File: src/sv/pbmw_pkg.sv
`timescale 1ns / 1ps
// ----------------------------------------------------------------------------
// pbmw_pkg
// Shared constants, types and the character decode for the packed bitmap
// window counter.
// ----------------------------------------------------------------------------
package pbmw_pkg;

  localparam int PIX              = 6;
  localparam int DEF_MAX_COLS     = 1024;
  localparam int DEF_MAX_WIN_ROWS = 64;

  localparam int CHAR_W      = 8;
  localparam int CFG_IDX_W   = 2;
  localparam int CFG_DATA_W  = 11;
  localparam int NUM_COLS_W  = 11;
  localparam int WIN_ROWS_W  = 7;
  localparam int WIN_COLS_W  = 11;
  localparam int MAX_COUNT_W = 17;
  localparam int LANE_W      = 3;

  localparam int RST_NUM_COLS = 1024;
  localparam int RST_WIN_ROWS = 1;
  localparam int RST_WIN_COLS = 1;

  localparam int UPPER_BASE  = 10;
  localparam int LOWER_BASE  = 36;
  localparam int HASH_VALUE  = 62;
  localparam int OTHER_VALUE = 63;

  localparam logic [CHAR_W-1:0] CH_DIGIT_LO = 8'h30;
  localparam logic [CHAR_W-1:0] CH_DIGIT_HI = 8'h39;
  localparam logic [CHAR_W-1:0] CH_UPPER_LO = 8'h41;
  localparam logic [CHAR_W-1:0] CH_UPPER_HI = 8'h5A;
  localparam logic [CHAR_W-1:0] CH_LOWER_LO = 8'h61;
  localparam logic [CHAR_W-1:0] CH_LOWER_HI = 8'h7A;
  localparam logic [CHAR_W-1:0] CH_HASH     = 8'h23;

  typedef enum logic [CFG_IDX_W-1:0] {
    REG_NUM_COLS = 2'd0,
    REG_WIN_ROWS = 2'd1,
    REG_WIN_COLS = 2'd2
  } cfg_reg_t;

  typedef struct packed {
    logic              vld;
    logic [LANE_W-1:0] lead_lane;
    logic [LANE_W-1:0] trail_lane;
    logic              trail_en;
    logic              cmp_en;
  } sweep_iss_t;

  function automatic logic [PIX-1:0] char_value(input logic [CHAR_W-1:0] ch);
    logic [CHAR_W-1:0] v;
    if (ch >= CH_DIGIT_LO && ch <= CH_DIGIT_HI) begin
      v = ch - CH_DIGIT_LO;
    end else if (ch >= CH_UPPER_LO && ch <= CH_UPPER_HI) begin
      v = ch - CH_UPPER_LO + CHAR_W'(UPPER_BASE);
    end else if (ch >= CH_LOWER_LO && ch <= CH_LOWER_HI) begin
      v = ch - CH_LOWER_LO + CHAR_W'(LOWER_BASE);
    end else if (ch == CH_HASH) begin
      v = CHAR_W'(HASH_VALUE);
    end else begin
      v = CHAR_W'(OTHER_VALUE);
    end
    return v[PIX-1:0];
  endfunction

endpackage

File: src/sv/pbmw_sweep.sv
`timescale 1ns / 1ps
// ----------------------------------------------------------------------------
// pbmw_sweep
// Sliding horizontal sum over the column counts and the running maximum.
// ----------------------------------------------------------------------------
module pbmw_sweep #(
  parameter int CNT_W = 7,
  parameter int SUM_W = 17
) (
  input  logic                         clk,
  input  logic                         rst_n,
  input  logic                         start,
  input  logic                         clr_best,
  input  pbmw_pkg::sweep_iss_t         iss,
  input  logic [pbmw_pkg::PIX*CNT_W-1:0] lead_word,
  input  logic [pbmw_pkg::PIX*CNT_W-1:0] trail_word,
  output logic [SUM_W-1:0]             best,
  output logic                         busy
);
  import pbmw_pkg::*;

  sweep_iss_t       iss_r;
  logic             cmp_r;
  logic [SUM_W-1:0] sum_r, sum_nxt;
  logic [SUM_W-1:0] best_r;
  logic [CNT_W-1:0] cnt_new, cnt_old;

  always_comb begin
    cnt_new = lead_word[iss_r.lead_lane*CNT_W +: CNT_W];
    cnt_old = iss_r.trail_en ? trail_word[iss_r.trail_lane*CNT_W +: CNT_W] : '0;
    sum_nxt = sum_r + SUM_W'(cnt_new) - SUM_W'(cnt_old);
  end

  always_ff @(posedge clk) begin
    if (!rst_n) begin
      iss_r  <= '0;
      cmp_r  <= 1'b0;
      sum_r  <= '0;
      best_r <= '0;
    end else begin
      iss_r <= iss;
      cmp_r <= iss_r.vld && iss_r.cmp_en;
      if (start) begin
        sum_r <= '0;
      end else if (iss_r.vld) begin
        sum_r <= sum_nxt;
      end
      if (clr_best) begin
        best_r <= '0;
      end else if (cmp_r && sum_r > best_r) begin
        best_r <= sum_r;
      end
    end
  end

  assign best = best_r;
  assign busy = iss_r.vld || cmp_r;

endmodule

File: config.mk
export PLATFORM = sky130hd
export DESIGN_NAME = pbmw_sweep
export DESIGN_NICKNAME = d
export VERILOG_FILES = /design/src/sv/pbmw_pkg.sv /design/src/sv/pbmw_sweep.sv
export SDC_FILE = /design/constraint.sdc
export NUM_CORES = 1
export LEC_CHECK = 0
export BUFFER_PORTS_ARGS = -buffer_cell sky130_fd_sc_hd__buf_2
export CAP_MARGIN = 20
export CELL_PAD_IN_SITES_DETAIL_PLACEMENT = 1
export CELL_PAD_IN_SITES_GLOBAL_PLACEMENT = 2
export CORE_MARGIN = 1
export CORE_UTILIZATION = 30
export DETAILED_ROUTE_END_ITERATION = 8
export HOLD_SLACK_MARGIN = 0.03
export PLACE_DENSITY = 0.86
export SLEW_MARGIN = 5
export SYNTH_ARGS = -nofsm -noshare
export SYNTH_HDL_FRONTEND = slang
export SYNTH_SLANG_ARGS = --single-unit
export TNS_END_PERCENT = 10
File: constraint.sdc
create_clock -name clk -period 7.3 [get_ports clk]
set_clock_uncertainty 0.05 [all_clocks]
set_input_delay 1.095 -clock clk [delete_from_list [all_inputs] [get_ports clk]]
set_output_delay 1.095 -clock clk [all_outputs]
set_load 0.005 [all_outputs]
; Word level (Yosys, flattened, before mapping)
; Cells that the tools add are included.
[totals]
register_bits = 44
latchBits = 0
ramBits = 0
mem_bits_ro = 0
input_bits = 97
memories = 0
[classes]
n_addsub = 2
mul = 2
div = 0
order_cmp = 1
eq_ne = 0
shift = 2
n_mux = 1
bitwise = 1
n_reduce_logical = 5
[op_table]
columns = cell, count
row1 = 42-bit by 7-bit indexed part select with 7-bit output, 2
row2 = 17-bit by 7-bit adder with 17-bit output, 1
row3 = 17-bit greater-than comparator, 1
row4 = 17-bit by 7-bit subtractor with 17-bit output, 1
row5 = "3-bit by 3-bit multiplier with 6-bit output, second input constant", 2
row6 = 7-bit 2-to-1 mux, 1
row7 = 2-bit OR reduction, 2
row8 = 1-bit logical AND, 2
row9 = 1-bit logical OR, 1
row10 = 1-bit NOT, 1

; Longest topological paths before layout
[logic_depth]
ltp_word = 4
mapped_depth = 16
depth_no_buf = 14

; Worst setup path after synthesis
; OpenSTA, ideal clock, no wires.
[synth_timing]
path_type = input port to flip-flop
start = input port trail_word[22] (netlist name)
end = register sum_r[16]
arrival_ns = 3.967
required_time_ns = 7.178
path_slack_ns = 3.212
stages = 13
path_buffers = 0
path_cell_list = mux4_2 > inv_1 > o22ai_1 > and2_1 > fa_1 > inv_1 > fa_1 > a211oi_1 > o21bai_1 > o2111a_1 > o22ai_2 > mux2i_1 > mux2i_1
[synth_between]
elab_chain_cells = 3
[synth_rtl]
columns = item, line
row1 = start: declaration, pbmw_sweep.sv:16  ; input logic [pbmw_pkg::PIX*CNT_W-1:0] trail_word,
row2 = 42-bit by 7-bit indexed part select with 7-bit output, pbmw_sweep.sv:30  ; cnt_old = iss_r.trail_en ? trail_word[iss_r.trail_lane*CNT_W +: CNT_W] : '0;
row3 = 7-bit 2-to-1 mux, pbmw_sweep.sv:30
row4 = 17-bit by 7-bit subtractor with 17-bit output, pbmw_sweep.sv:31  ; sum_nxt = sum_r + SUM_W'(cnt_new) - SUM_W'(cnt_old);
row5 = end signal: assignment, pbmw_sweep.sv:46  ; sum_r <= sum_nxt;
row6 = end: declaration, pbmw_sweep.sv:24  ; logic [SUM_W-1:0] sum_r, sum_nxt;
; No other way between the ends.
; A chain may end at the register's enable or synchronous reset.

; Final worst setup path
[layout_timing]
start = register iss_r[2] (netlist name)
end = register sum_r[14]
[layout_between]
elab_chain_cells = 4
[layout_rtl]
columns = item, line
row1 = start: declaration, pbmw_sweep.sv:22  ; sweep_iss_t iss_r;
row2 = start signal: assignment, pbmw_sweep.sv:41  ; iss_r <= iss;
row3 = 3-bit by 3-bit multiplier with 6-bit output, pbmw_sweep.sv:30
row4 = 42-bit by 7-bit indexed part select with 7-bit output, pbmw_sweep.sv:30
row5 = 7-bit 2-to-1 mux, pbmw_sweep.sv:30
row6 = 17-bit by 7-bit subtractor with 17-bit output, pbmw_sweep.sv:31
; No other way between the ends.

==> results.sh <==
export IMPL_outcome="complete, no violations"
export IMPL_cts_root_buffer="clkbuf_16"
export IMPL_post_route_period_util=0.589
export IMPL_cts_hold_buf=0
export IMPL_synthArstFlopShare=0
export IMPL_cts_setup_buffers=0
export IMPL_cts_buffers=5
export IMPL_ys_ff_latch=44
export IMPL_leakage_nw=2.03
export IMPL_drc_errors=0
export IMPL_cpPeakStageDelay_ps=840
export IMPL_synth_most_common_cell="inv_1"
export IMPL_startpoint_type="register"
export IMPL_vias_per_cell=5.14
export IMPL_clock_path_buffers=2
export IMPL_setup_viol=0
export IMPL_dr_pass1_iters=4
export IMPL_synth_edf_count=0
export IMPL_totalWireLength_mm=11.0
export IMPL_area_growth_pct=23.6
export IMPL_grt_max_degree=29
export IMPL_fp_row_count=40
export IMPL_grt_pass1_wl_mm=18.4
export IMPL_cp_data_arrival_time_ps=4430
export IMPL_dieHeight_um=114
export IMPL_tns_ps=0
export IMPL_yosys_area_top_type_share=0.233
export IMPL_fin_crit_ps=4300
export IMPL_cts_num_sinks=44
export IMPL_crit_required_ps=7430
export IMPL_place_inst=689
export IMPL_final_util=0.385
export IMPL_drtIter0Drc=170
export IMPL_fp_dieW_um=114
export IMPL_power_total_mw=0.891
export IMPL_grt_ovfl_total=0
export IMPL_die_area_um2=13000
export IMPL_cts_tree="built"
export IMPL_portBuffers=114
export IMPL_gp_congestion=0.814
export IMPL_synth_seq_area_share=0.233
export IMPL_synth_area_leader_cell="dfxtp_1"
export IMPL_maxCapViolations=0
export IMPL_fin_nets=667
export IMPL_route_vias_total=3587
export IMPL_drtAntennaViolNets=0
export IMPL_num_io_pins=115
export IMPL_critPathCaptureType="register"
export IMPL_insertedDiodeCount=0
export IMPL_clkSlewWorstSetupHoldPaths_ps=70
export IMPL_insertion_delay_ps=290
export IMPL_path_delay_family="compound AO/OA/AOI/OAI gates"
export IMPL_path_cells="mux4_2 -> inv_1 -> o22ai_1 -> and2_1 -> fa_1 -> inv_1 -> fa_1 -> a211oi_1 -> o21bai_1 -> o2111ai_1 -> a21oi_1 -> or3_1 -> o311ai_0"
export IMPL_peakVddDrop_v=0.000112
export IMPL_fmax_mhz=232
export IMPL_crit_fanout=14
export IMPL_maxSlewHeadroom=0.465
export IMPL_core_um2=12100
export IMPL_slowest_stage="dfxtp_1"
export IMPL_start_util=0.311
export IMPL_stdcell_count=698
export IMPL_slew_viol_final=0
export IMPL_dpl_hpwl_mm=8.96
export IMPL_hold_class="reg -> reg"
export IMPL_crit_buf_inv=2
export IMPL_grt_pass1_vias=3803
export IMPL_synth_area_um2=3770
export IMPL_powerDensity_nw_per_um2=191
export IMPL_worst_setup_path_type="reg -> reg"
export IMPL_grt_setup_unrepaired="false"
export IMPL_worstMarginPinSlew_ps=800
export IMPL_avgSynthCellArea_um2=8.88
export IMPL_track_usage=0.176
export IMPL_fillers=1488
export IMPL_hold_viol=0
export IMPL_routedWlPerCell_um=15.7
export IMPL_cts_max_level=2
export IMPL_drive_gt1_frac=0.296
export IMPL_synth_area_leaders="dfxtp_1 23%, ha_1 11%, mux4_2 8.4%, inv_1 5.7%, mux2i_1 4.2%"
export IMPL_synthCells=425
export IMPL_ys_warn_count=0
export IMPL_synth_common_cells="57 x inv_1, 44 x dfxtp_1, 34 x ha_1"
export IMPL_cts_resized=0
export IMPL_synth_cell_types=58
export IMPL_antenna_found_initial=0
export IMPL_synth_fp_nets=563
export IMPL_ys_flop_type="dfxtp_1"
per-layer routing:
layer  up-vias  part of all wire  track usage
li1       1756                 -            -
met1      1716              0.44        0.226
met2       100              0.49        0.312
met3        15             0.052       0.0275
met4         0             0.012       0.0338
met5         -                 0            0
worst register-to-register path: stages (launching register included):
cell,delay [ps]
dfxtp_1,840
mux4_2,600
inv_1,70
o22ai_1,60
and2_1,190
fa_1,500
inv_1,70
fa_1,480
a211oi_1,270
o21bai_1,200
o2111ai_1,270
a21oi_1,120
or3_1,370
o311ai_0,90
where the power goes:
part	switching, mW	internal (mW)
registers	0.0167	0.249
clock network	0.106	0.163
logic	0.188	0.168
logic make-up (layout without fill, tap and decap cells):
kind of cell,Yosys count,after routing,share of synthesized area
buffers and inverters,78,183,0.0799
adders and majority gates,41,41,0.150
AOI/OAI and AO/OA,122,122,0.235
muxes,38,38,0.150
and+or+nand+nor,95,95,0.135
xor gates and xnor gates,7,7,0.0163
DFF,44,44,0.233
cell type report:
type	instances	area (um2)	area share
flip-flops and latches	44	881	0.189
clock buffers	5	125	0.0268
inverters	58	218	0.0467
well taps	168	210	0.0451
repair buffers	117	593	0.127
multi-input cells	303	2590	0.555
clock inverters	3	46.3	0.00993
final timing paths:
check | startpoint | cells after the start | slack, ps | endpoint
setup / recovery | iss_r[2] | 13 | 3000 | sum_r[14]
hold / removal | best[13] | 2 | 430 | best[13]
setup reg to reg | iss_r[2] | 13 | 3000 | sum_r[14]
hold reg to reg | best[13] | 2 | 430 | best[13]
layout by cell type (no fill, tap or decap), types with 5 or more instances in the layout:
cell       instances
buf_2            114
inv_1             57
dfxtp_1           44
ha_1              34
o21ai_0           26
nand3_1           22
mux2i_1           16
and2_1            16
mux4_2            14
nor2_1            14
a21o_1            14
a21oi_1           12
a21boi_1          10
nand2_1            9
mux2_2             8
nand4_1            8
a22oi_1            7
o22ai_1            7
a21boi_0           7
fa_1               7
nor3_1             6
nand2b_1           5
nor2b_1            5
a211oi_1           5
clkbuf_16          5
stage by stage:
| step | setup WS, ps | hold WS (ps) | instance area, um2 |
|---|---|---|---|
| after global routing | 2580 | 456 | 4660 |
| after floorplan | 3210 | 387 | 3770 |
| after detailed placement | 2760 | 427 | 4480 |
| after global placement | 2910 | 414 | 4480 |
| final | 3000 | 434 | 4660 |
| after CTS | 2930 | 437 | 4660 |
sequential cells by signal, summed over array words and instances (netlist names):
name and count:
cmp_r 1, best 17, sum_r 17, iss_r 9
No activity file was read; power rests on OpenSTA's default activity.
